File: config.mk
export PLATFORM = sky130hd
export DESIGN_NAME = table_linear_interpolator_core
export DESIGN_NICKNAME = d
export VERILOG_FILES = /design/src/sv/tli_pkg.sv /design/src/sv/tli_ram.sv /design/src/sv/tli_div.sv /design/src/sv/table_linear_interpolator_core.sv
export SDC_FILE = /design/constraint.sdc
export NUM_CORES = 2
export LEC_CHECK = 0
export ABC_AREA = 0
export BUFFER_PORTS_ARGS = -buffer_cell sky130_fd_sc_hd__buf_2
export CAP_MARGIN = 40
export CELL_PAD_IN_SITES_DETAIL_PLACEMENT = 1
export CELL_PAD_IN_SITES_GLOBAL_PLACEMENT = 2
export CORE_ASPECT_RATIO = 2
export CORE_MARGIN = 2
export CORE_UTILIZATION = 45
export CTS_CLUSTER_SIZE = 30
export DETAILED_ROUTE_END_ITERATION = 7
export GPL_TIMING_DRIVEN = 0
export PLACE_DENSITY_LB_ADDON = 0.15
export SETUP_SLACK_MARGIN = 0.3
export SLEW_MARGIN = 20
export SYNTH_ARGS = -nofsm -noshare
export SYNTH_HDL_FRONTEND = slang
export SYNTH_HIERARCHICAL = 1
export SYNTH_SLANG_ARGS = --single-unit
File: constraint.sdc
create_clock -name clk -period 9.04 [get_ports clk]
set_input_delay 0.904 -clock clk [delete_from_list [all_inputs] [get_ports clk]]
set_output_delay 0.904 -clock clk [all_outputs]
set_load 0.005 [all_outputs]
File: src/sv/tli_pkg.sv
// Shared types and constants for the table linear interpolator.
// No dependencies; imported by tli_div and table_linear_interpolator_core.
package tli_pkg;

	// Field widths fixed by the item format
	localparam int COORD_W   = 16;
	localparam int COUNT_W   = 5;
	localparam int INDEX_W   = 4;
	localparam int S_TDATA_W = 56;
	localparam int PROD_W    = 2 * COORD_W;

	// Operation codes carried in tuser
	localparam logic OP_WRITE = 1'b0;
	localparam logic OP_QUERY = 1'b1;

	// One table entry as stored in the breakpoint memory
	typedef struct packed {
		logic [COORD_W-1:0] y;
		logic [COORD_W-1:0] x;
	} tli_entry_t;

	// Divider request and response
	typedef struct packed {
		logic              start;
		logic [PROD_W-1:0]  dividend;
		logic [COORD_W-1:0] divisor;
	} tli_div_req_t;

	typedef struct packed {
		logic               done;
		logic [COORD_W-1:0] quotient;
	} tli_div_rsp_t;

endpackage

File: src/sv/tli_ram.sv
// Generic single-write, single-read synchronous RAM with registered read data.
// No dependencies.
module tli_ram #(
	parameter int WIDTH = 32,
	parameter int DEPTH = 16,
	localparam int AW = $clog2(DEPTH)
) (
	input  logic             clk,
	input  logic             we,
	input  logic [AW-1:0]    waddr,
	input  logic [WIDTH-1:0] wdata,
	input  logic [AW-1:0]    raddr,
	output logic [WIDTH-1:0] rdata
);

	logic [WIDTH-1:0] mem_q [DEPTH];
	logic [WIDTH-1:0] rdata_q;

	// Write port and registered read port
	always_ff @(posedge clk) begin
		if (we) begin
			mem_q[waddr] <= wdata;
		end
		rdata_q <= mem_q[raddr];
	end

	assign rdata = rdata_q;

endmodule

File: src/sv/tli_div.sv
// Restoring divider, one quotient bit per cycle, 16-bit quotient.
// Depends on tli_pkg. The caller guarantees dividend[31:16] < divisor.
module tli_div (
	input  logic                  clk,
	input  logic                  arst_n,
	input  tli_pkg::tli_div_req_t req,
	output tli_pkg::tli_div_rsp_t rsp
);
	import tli_pkg::*;

	localparam int CNT_W = $clog2(COORD_W);

	logic [COORD_W-1:0] rem_q;
	logic [COORD_W-1:0] quo_q;
	logic [COORD_W-1:0] den_q;
	logic [CNT_W-1:0]   cnt_q;
	logic               busy_q;
	logic               done_q;
	logic [COORD_W:0]   trial;
	logic               fits;
	logic [COORD_W-1:0] rem_nxt;

	// Trial subtract of the shifted partial remainder
	always_comb begin
		trial   = {rem_q, quo_q[COORD_W-1]};
		fits    = trial >= {1'b0, den_q};
		rem_nxt = fits ? COORD_W'(trial - {1'b0, den_q}) : COORD_W'(trial);
	end

	// Step control
	always_ff @(posedge clk or negedge arst_n) begin
		if (!arst_n) begin
			busy_q <= 1'b0;
			done_q <= 1'b0;
			cnt_q  <= '0;
		end else begin
			done_q <= 1'b0;
			if (req.start) begin
				busy_q <= 1'b1;
				cnt_q  <= '0;
			end else if (busy_q) begin
				cnt_q <= cnt_q + 1'b1;
				if (cnt_q == CNT_W'(COORD_W - 1)) begin
					busy_q <= 1'b0;
					done_q <= 1'b1;
				end
			end
		end
	end

	// Remainder and quotient shift registers
	always_ff @(posedge clk) begin
		if (req.start) begin
			rem_q <= req.dividend[PROD_W-1:COORD_W];
			quo_q <= req.dividend[COORD_W-1:0];
			den_q <= req.divisor;
		end else if (busy_q) begin
			rem_q <= rem_nxt;
			quo_q <= {quo_q[COORD_W-2:0], fits};
		end
	end

	assign rsp.done     = done_q;
	assign rsp.quotient = quo_q;

endmodule

File: src/sv/table_linear_interpolator_core.sv
// Piecewise-linear table interpolator, top level.
// Depends on tli_pkg, tli_ram and tli_div.
//
// Usage:
//   s_axis carries items: tuser = operation (0 write a breakpoint, 1 query).
//   A write stores (point_x, point_y) at point_index and gives
//   no result; an index at or above MAX_POINTS is dropped. A query scans the
//   breakpoint memory and returns one interpolated value on m_axis.
//   cfg_wen/cfg_wdata set the number of breakpoints in use (reset 16);
//   write it only while no query is in flight.
// Operation:
//   One item at a time. A query reads the first and last entries to pick the
//   scan direction, scans one breakpoint at a time and, inside a segment, takes
//   a multiply step and the divider's 16 steps, then loads the output register;
//   the single memory read port and the bit-serial divider pace it.
// Reset and stall:
//   Reset clears control state and sets the count to 16; table contents stay
//   undefined until written. A stalled receiver holds the result in the output
//   register; input is still taken, and a new query waits at its end until
//   the output register frees up.
module table_linear_interpolator_core #(
	parameter int MAX_POINTS = 16
) (
	input  logic        clk,
	input  logic        arst_n,
	input  logic        s_axis_tvalid,
	output logic        s_axis_tready,
	// [3:0] point_index, [19:4] point_x, [35:20] point_y, [51:36] target, zero fill
	input  logic [55:0] s_axis_tdata,
	// [0] operation
	input  logic        s_axis_tuser,
	output logic        m_axis_tvalid,
	input  logic        m_axis_tready,
	// [15:0] interpolated
	output logic [15:0] m_axis_tdata,
	input  logic        cfg_wen,
	input  logic [4:0]  cfg_wdata
);
	import tli_pkg::*;

	localparam int AW = $clog2(MAX_POINTS);

	localparam logic [2:0] ST_IDLE  = 3'd0;
	localparam logic [2:0] ST_FIRST = 3'd1;
	localparam logic [2:0] ST_LAST  = 3'd2;
	localparam logic [2:0] ST_SCAN  = 3'd3;
	localparam logic [2:0] ST_MUL   = 3'd4;
	localparam logic [2:0] ST_DIV   = 3'd5;
	localparam logic [2:0] ST_DONE  = 3'd6;

	logic [2:0]         state_q;
	logic [COUNT_W-1:0] point_count_q;
	logic               out_valid_q;
	logic [COORD_W-1:0] out_data_q;

	logic [COORD_W-1:0] t_q;
	tli_entry_t         first_q;
	logic [COORD_W-1:0] x0_q;
	logic [COORD_W-1:0] y0_q;
	logic [AW-1:0]      cur_idx_q;
	logic [AW-1:0]      k_q;
	logic               dir_q;
	logic [COORD_W-1:0] den_q;
	logic [COORD_W-1:0] dx_q;
	logic [COORD_W-1:0] mag_q;
	logic               neg_q;
	logic [COORD_W-1:0] res_q;

	// Input field unpacking
	logic [INDEX_W-1:0] in_index;
	logic [COORD_W-1:0] in_x;
	logic [COORD_W-1:0] in_y;
	logic [COORD_W-1:0] in_target;
	logic               in_accept;

	assign in_index  = s_axis_tdata[3:0];
	assign in_x      = s_axis_tdata[19:4];
	assign in_y      = s_axis_tdata[35:20];
	assign in_target = s_axis_tdata[51:36];
	assign in_accept = s_axis_tvalid && s_axis_tready;

	assign s_axis_tready = (state_q == ST_IDLE);

	// Last index in use, count clamped to 1..MAX_POINTS
	logic [AW-1:0] last_idx;
	always_comb begin
		if (point_count_q == '0) begin
			last_idx = '0;
		end else if (32'(point_count_q) > MAX_POINTS) begin
			last_idx = AW'(MAX_POINTS - 1);
		end else begin
			last_idx = AW'(point_count_q - 5'd1);
		end
	end

	// Breakpoint memory
	logic          mem_we;
	logic [AW-1:0] mem_raddr;
	tli_entry_t    mem_wdata;
	tli_entry_t    rd;

	assign mem_we    = in_accept && (s_axis_tuser == OP_WRITE) && (32'(in_index) < MAX_POINTS);
	assign mem_wdata = '{y: in_y, x: in_x};

	tli_ram #(
		.WIDTH($bits(tli_entry_t)),
		.DEPTH(MAX_POINTS)
	) u_ram (
		.clk  (clk),
		.we   (mem_we),
		.waddr(AW'(in_index)),
		.wdata(mem_wdata),
		.raddr(mem_raddr),
		.rdata(rd)
	);

	// Scan stepping and segment terms
	logic               dir_now;
	logic [AW-1:0]      start_idx;
	logic [AW-1:0]      nxt_idx;
	logic [COORD_W-1:0] dy;
	logic               is_below;
	logic               scan_end;

	assign dir_now   = first_q.x > rd.x;
	assign start_idx = dir_now ? last_idx : '0;
	assign nxt_idx   = dir_q ? cur_idx_q - 1'b1 : cur_idx_q + 1'b1;
	assign dy        = rd.y - y0_q;
	assign is_below  = rd.x < t_q;
	assign scan_end  = (k_q == last_idx);

	// Read address selection
	always_comb begin
		unique case (state_q)
			ST_FIRST: mem_raddr = last_idx;
			ST_LAST:  mem_raddr = start_idx;
			ST_SCAN:  mem_raddr = scan_end ? cur_idx_q : nxt_idx;
			default:  mem_raddr = '0;
		endcase
	end

	// Divider
	tli_div_req_t div_req;
	tli_div_rsp_t div_rsp;
	logic [COORD_W-1:0] q_signed;

	assign div_req.start    = (state_q == ST_MUL);
	assign div_req.dividend = mag_q * dx_q;
	assign div_req.divisor  = den_q;
	assign q_signed         = neg_q ? COORD_W'(-div_rsp.quotient) : div_rsp.quotient;

	tli_div u_div (
		.clk   (clk),
		.arst_n(arst_n),
		.req   (div_req),
		.rsp   (div_rsp)
	);

	logic out_free;
	assign out_free = !out_valid_q || m_axis_tready;

	// Control state
	always_ff @(posedge clk or negedge arst_n) begin
		if (!arst_n) begin
			state_q       <= ST_IDLE;
			point_count_q <= 5'd16;
			out_valid_q   <= 1'b0;
		end else begin
			if (cfg_wen) begin
				point_count_q <= cfg_wdata;
			end
			// Output valid: set on a result load, cleared when the item is taken
			if (state_q == ST_DONE && out_free) begin
				out_valid_q <= 1'b1;
			end else if (m_axis_tready) begin
				out_valid_q <= 1'b0;
			end
			unique case (state_q)
				ST_IDLE: begin
					if (in_accept && s_axis_tuser == OP_QUERY) begin
						state_q <= ST_FIRST;
					end
				end
				ST_FIRST: state_q <= ST_LAST;
				ST_LAST:  state_q <= ST_SCAN;
				ST_SCAN: begin
					priority if (is_below) begin
						if (scan_end) begin
							state_q <= ST_DONE;
						end
					end else if (rd.x == x0_q) begin
						state_q <= ST_DONE;
					end else begin
						state_q <= ST_MUL;
					end
				end
				ST_MUL: state_q <= ST_DIV;
				ST_DIV: begin
					if (div_rsp.done) begin
						state_q <= ST_DONE;
					end
				end
				ST_DONE: begin
					if (out_free) begin
						state_q <= ST_IDLE;
					end
				end
				default: state_q <= ST_IDLE;
			endcase
		end
	end

	// Datapath registers
	always_ff @(posedge clk) begin
		unique case (state_q)
			ST_IDLE: begin
				t_q <= in_target;
			end
			ST_FIRST: begin
				first_q <= rd;
			end
			ST_LAST: begin
				dir_q     <= dir_now;
				x0_q      <= dir_now ? rd.x : first_q.x;
				y0_q      <= dir_now ? rd.y : first_q.y;
				cur_idx_q <= start_idx;
				k_q       <= '0;
			end
			ST_SCAN: begin
				cur_idx_q <= nxt_idx;
				k_q       <= k_q + 1'b1;
				if (is_below) begin
					x0_q  <= rd.x;
					y0_q  <= rd.y;
					res_q <= rd.y;
				end else begin
					res_q <= rd.y;
					den_q <= rd.x - x0_q;
					dx_q  <= t_q - x0_q;
					neg_q <= dy[COORD_W-1];
					mag_q <= dy[COORD_W-1] ? COORD_W'(-dy) : dy;
				end
			end
			ST_DIV: begin
				if (div_rsp.done) begin
					res_q <= y0_q + q_signed;
				end
			end
			ST_DONE: begin
				if (out_free) begin
					out_data_q <= res_q;
				end
			end
			default: begin
			end
		endcase
	end

	assign m_axis_tvalid = out_valid_q;
	assign m_axis_tdata  = out_data_q;

	// The divider only finishes while the sequencer waits on it
	a_div_done_in_div: assert property (@(posedge clk) disable iff (!arst_n)
		div_rsp.done |-> state_q == ST_DIV)
		else $error("divider done outside of divide state");

	// Scan count never passes the last entry in use
	a_scan_bound: assert property (@(posedge clk) disable iff (!arst_n)
		state_q == ST_SCAN |-> k_q <= last_idx)
		else $error("scan ran past the last breakpoint");

	// A segment sent to the divider always has a nonzero width
	a_den_nonzero: assert property (@(posedge clk) disable iff (!arst_n)
		state_q == ST_MUL |-> den_q != '0)
		else $error("zero-width segment reached the divider");

	// A finished query never overwrites a result that is still waiting
	a_no_overwrite: assert property (@(posedge clk) disable iff (!arst_n)
		(state_q == ST_DONE && out_valid_q && !m_axis_tready) |=> state_q == ST_DONE)
		else $error("result register overwritten while stalled");

endmodule

After elaboration in Yosys (flattened, before gate mapping)
Memories as Yosys holds them, arrays and structs flattened. A register that Yosys moved wholly into a read port is not among the register bits. Cells that the tools add are included.

Input bits: 67. Memory bits (writable): 512. Memories kept: 1. Register bits: 233.

Memory list: u_ram.mem_q (words 16, bits a word 32, read ports 1, clocked after Yosys merged registers in 1, write ports 1, line tli_ram.sv:16) `logic [WIDTH-1:0] mem_q [DEPTH];`.

Eq/ne operators: 14. Multiplexer cells: 42. $mul: 1. Bitwise operators: 2. Reductions and logical operators: 17. $add $sub $neg: 12. $lt $le $gt $ge: 4.

Operators with widths (number): $mux 16 (11); $pmux 16 s2 (3); $sub 16x16->16 (4); $mul 16x16->32 (1); $neg 16->16 (2); $mux 4 (7); $pmux 3 s7 (1); $ge 17x16->1 (1); $add 16x16->16 (1); $eq 16x16->1 (1); $gt 16x16->1 (1); $lt 16x16->1 (1); $pmux 4 s2 (2); $mux 15 (1); $mux 3 (5); $add 4x1->4 const B (3); $pmux 4 s3 (1); $mux 1 (10); $eq 3x3->1 const B (3); $reduce_and 2->1 (4); $reduce_bool 2->1 (4); $sub 4x1->4 const B (2); $eq 3x2->1 const B (2); $gt 5x5->1 const B (1); other kinds (14) (20).

Longest topological paths before layout
Depth in word-level cells: 7. Gate-level depth with buffers: 27. Mapped depth without buffers: 26.

Cells and area by module
Netlist, hierarchy kept.

By module, submodules not included: tli_ram (area each 19835.3 µm², cells each 838, times used 1, sequential area each 16015.4 µm²); table_linear_interpolator_core (area each 18955.7 µm², cells each 1879, times used 1, sequential area each 5331.4 µm²); tli_div (area each 3251.9 µm², cells each 273, times used 1, sequential area each 1591.5 µm²).

Worst setup path after synthesis
No wires, ideal clock.

Path type: reg2reg. Start: register mag_q[11]. End: register u_div.rem_q[15], data pin. Arrival: 6.133 ns. Period minus slack after synthesis: 6.394 ns. Cell stages (with the launch flop): 23. Library setup time: 0.261 ns. Setup slack: 2.646 ns. Data required time: 8.779 ns. Path through: edfxtp_1 > clkbuf_1 > nand2_1 > fa_1 > fa_1 > fa_1 > inv_1 > fa_1 > fa_1 > inv_1 > fa_1 > inv_1 > ha_1 > a211oi_1 > nand3b_1 > a31oi_1 > o211ai_1 > o21ai_2 > o21ai_1 > a311o_1 > a21oi_1 > xnor2_1 > a221o_1.

RTL lines: from (decl) (line table_linear_interpolator_core.sv:65) `logic [COORD_W-1:0] mag_q;`; from (signal assigned) (line table_linear_interpolator_core.sv:241) `mag_q <= dy[COORD_W-1] ? COORD_W'(-dy) : dy;`; to (signal assigned) (line tli_div.sv:54) `rem_q <= req.dividend[PROD_W-1:COORD_W];`; to (signal assigned) (line tli_div.sv:58) `rem_q <= rem_nxt;`; to (decl) (line tli_div.sv:13) `logic [COORD_W-1:0] rem_q;`.

==> results.toml <==
[floorplan]
ios = 85
initial_utilization = 0.453
fp-row-count = 158
dieWidth_um = 220
core_um2 = 92700
die_area_um2 = 96000
fp.dieH_um = 436

[layout]
post-route-util = 0.510
fin_nets = 3689
postLayoutCellArea_um2 = 47300
drive_above_1_share = 0.148
area_growth_pct = 12.5

[place]
io_buffers = 79
placed_area_um2 = 45100
dp_hpwl_um = 93700
place_congestion = 0.868

[timing]
drv_slew = 0
whs_ps = 213
period_share = 0.895
max_freq_mhz = 124
rsz0062_at_grt = "false"
slew_headroom = 0.371
setup_violations = 0
tightestPinTransition_ps = 933
hold_viol = 0
period_minus_slack_ps = 8090
setup_tns_ps = 0
skew_ps = 35.6

[grt]
grt_first_pass_wirelength_um = 180000
grt-ovfl-total = 0
grt_pass1_vias = 28762
grt_start_max_net_pins = 50
grt_antenna_before_repair = 13
grt.total_usage = 0.258

[setup_path]
path_cells = "clkbuf_1 -> nand2_1 -> fa_1 -> fa_1 -> fa_1 -> inv_1 -> fa_1 -> fa_1 -> inv_1 -> fa_1 -> inv_1 -> ha_1 -> a211oi_1 -> nand3b_1 -> a31oi_1 -> buf_4 -> o211ai_1 -> o21ai_2 -> o21ai_1 -> a311o_1 -> a21oi_1 -> xnor2_1 -> a221o_1"
timing.critical_path.to_type = "register"
critPathRequiredTime_ps = 9420
worstPathArrival_ps = 8470
critPathLaunchType = "register"
slowest_stage = "clkbuf_1"
critPathTopFamily = "adder cells"
critical_path_buf_inv_count = 5
critPathMaxStageDelay_ps = 730
path_max_fanout = 10
path_class = "reg2reg"
cpMostUsedCell = "fa_1"

[yosys]
synth_most_common_cell = "edfxtp_1"
ys_top_cells_by_area = "edfxtp_1 52%, fa_1 9.5%, mux4_2 6.9%, ha_1 6.5%, inv_1 3.0%"
yosys.area.top_type_share = 0.521
synthDistinctLibCells = 97
yosysTopAreaCell = "edfxtp_1"
synth_top_family_by_area = "adder cells"
synth_xor_area_frac = 0.0268
muxShareOfSynthArea = 0.0864
yosys.area_share.simple = 0.0741
synth_area_um2 = 42000
synth_fp_nets = 3475
synth_compound_area_frac = 0.0656
synth.ff_latch_count = 777
async_flop_share = 0.0193
ys_seq_area_frac = 0.546
yosys-top-cells-count = "730 x edfxtp_1, 334 x inv_1, 250 x nand2_1, 218 x ha_1, 200 x fa_1"
postSynthAreaPerCell_um2 = 14.1
yosysWarnings = 6
ys.flop_type = "edfxtp_1"
synth_cells = 2990
synth_edf_count = 730
synthAdderAreaFrac = 0.160

[route]
wl_per_cell_um = 26.9
drt-pass1-iter-count = 5
vias = 25024
drt_iter0_drc = 1386
ant_nets = 0
drc = 0
via_per_inst = 5.61
drt_wl_total_um = 120000

[cts]
cts_setup_buffers = 0
cts_buffer_depth = 3
htree_levels = 3
clkTransAtPathRegs_ps = 70
cts_resized = 0
clock_sinks = 777
root_buffer = "clkbuf_16"
worstSkewPairLatency_ps = 630
cts_buffers = 66
cts_tree = "yes"
hold_buffers = 0

[min_path]
hold_path.class = "in2async"

[outcome]
status = "finished, final reports clean"

[run]
maxCapViolCount = 0
==> cell usage in the layout, fill, tap and decap left out, drive strengths merged, types with 12 or more instances in the layout <==
cell and instances:
a31oi 12, clkinv 25, inv 336, or3 15, edfxtp 730, and3 12, nand3 22, mux4 128
a21o 59, o21ai 65, nor2 98, and2 112, ha 218, xor2 47, buf 181, mux2 61
dfxtp 32, nand2 250, a22oi 65, fa 200, nor2b 23, a21oi 90, xnor2 81, nor3 36
nand2b 18, dfrtp 14, nand4 14, clkbuf 152, o21a 20
==> final timing paths <==
check                               startpoint                            to  slack, ps  cells after the start
setup / recovery           mag_q[11]$_DFFE_PP_     u_div/rem_q[15]$_DFFE_PP_        950                     23
hold reg to reg             res_q[0]$_DFFE_PP_     m_axis_tdata[0]$_DFFE_PP_        420                      0
setup reg to reg           mag_q[11]$_DFFE_PP_     u_div/rem_q[15]$_DFFE_PP_        950                     23
min in group clk            res_q[0]$_DFFE_PP_     m_axis_tdata[0]$_DFFE_PP_        420                      0
hold / removal                          arst_n     m_axis_tvalid$_DFFE_PN0P_        210                      1
max in group asynchronous               arst_n  point_count_q[4]$_DFFE_PN1P_       8500                      1
==> stage by stage <==
| stage | instances | worst slack (ps) |
|---|---|---|
| after floorplan | 2990 | 2650 |
| after global placement | 4269 | -760 |
| after detailed placement | 4330 | 905 |
| after CTS | 4450 | 840 |
| after global routing | 4457 | 712 |
| final | 4460 | 953 |
==> logic make-up (layout without fill, tap and decap cells) <==
group	Yosys count	in the layout
and+or+nand+nor	635	635
DFF	777	777
other	0	4
buffers and inverters	437	703
AOI/OAI and AO/OA	400	400
muxes	194	194
xor gates and xnor gates	128	128
adders and majority gates	419	419
==> state kept, by name (all words and copies together), names as in the netlist, 3 cells and up <==
| name | flops |
|---|---|
| x0_q | 16 |
| state_q | 3 |
| t_q | 16 |
| u_div/quo_q | 16 |
| den_q | 16 |
| cur_idx_q | 4 |
| mag_q | 16 |
| u_ram/mem_q | 512 |
| dx_q | 16 |
| m_axis_tdata | 16 |
| k_q | 4 |
| point_count_q | 5 |
| u_ram/rdata | 32 |
| res_q | 16 |
| first_q | 32 |
| u_div/den_q | 16 |
| y0_q | 16 |
| u_div/cnt_q | 4 |
| u_div/rem_q | 16 |
==> final cells by class <==
| cell class | instances | area [um^2] |
|---|---|---|
| Antenna cell | 4 | 10.0 |
| Buffer | 102 | 470 |
| Clock buffer | 85 | 1860 |
| Clock inverter | 35 | 335 |
| Fill cell | 9159 | 45400 |
| Inverter | 335 | 1260 |
| Multi-Input combinational cell | 1776 | 17500 |
| Sequential cell | 777 | 22900 |
| Tap cell | 1200 | 1500 |
| Timing Repair Buffer | 146 | 1410 |
==> routing by layer <==
metal  up-vias  track usage  share of wire
met5         -            0        0.00076
met4        14        0.130          0.054
met3       255       0.0323          0.032
met2       528        0.515           0.59
met1     13007        0.251           0.32
li1      11220            -              -
==> worst reg2reg max path: stages (launching register included) <==
cell	delay [ps]
edfxtp_1	600
clkbuf_1	740
nand2_1	200
fa_1	550
fa_1	510
fa_1	520
inv_1	60
fa_1	520
fa_1	550
inv_1	60
fa_1	490
inv_1	40
ha_1	350
a211oi_1	340
nand3b_1	170
a31oi_1	300
buf_4	230
o211ai_1	140
o21ai_2	170
o21ai_1	280
a311o_1	390
a21oi_1	190
xnor2_1	100
a221o_1	350
Power is left out: the tool's default activity adds up to more than one toggle a clock period on the data nets, which glitch-free logic cannot reach.
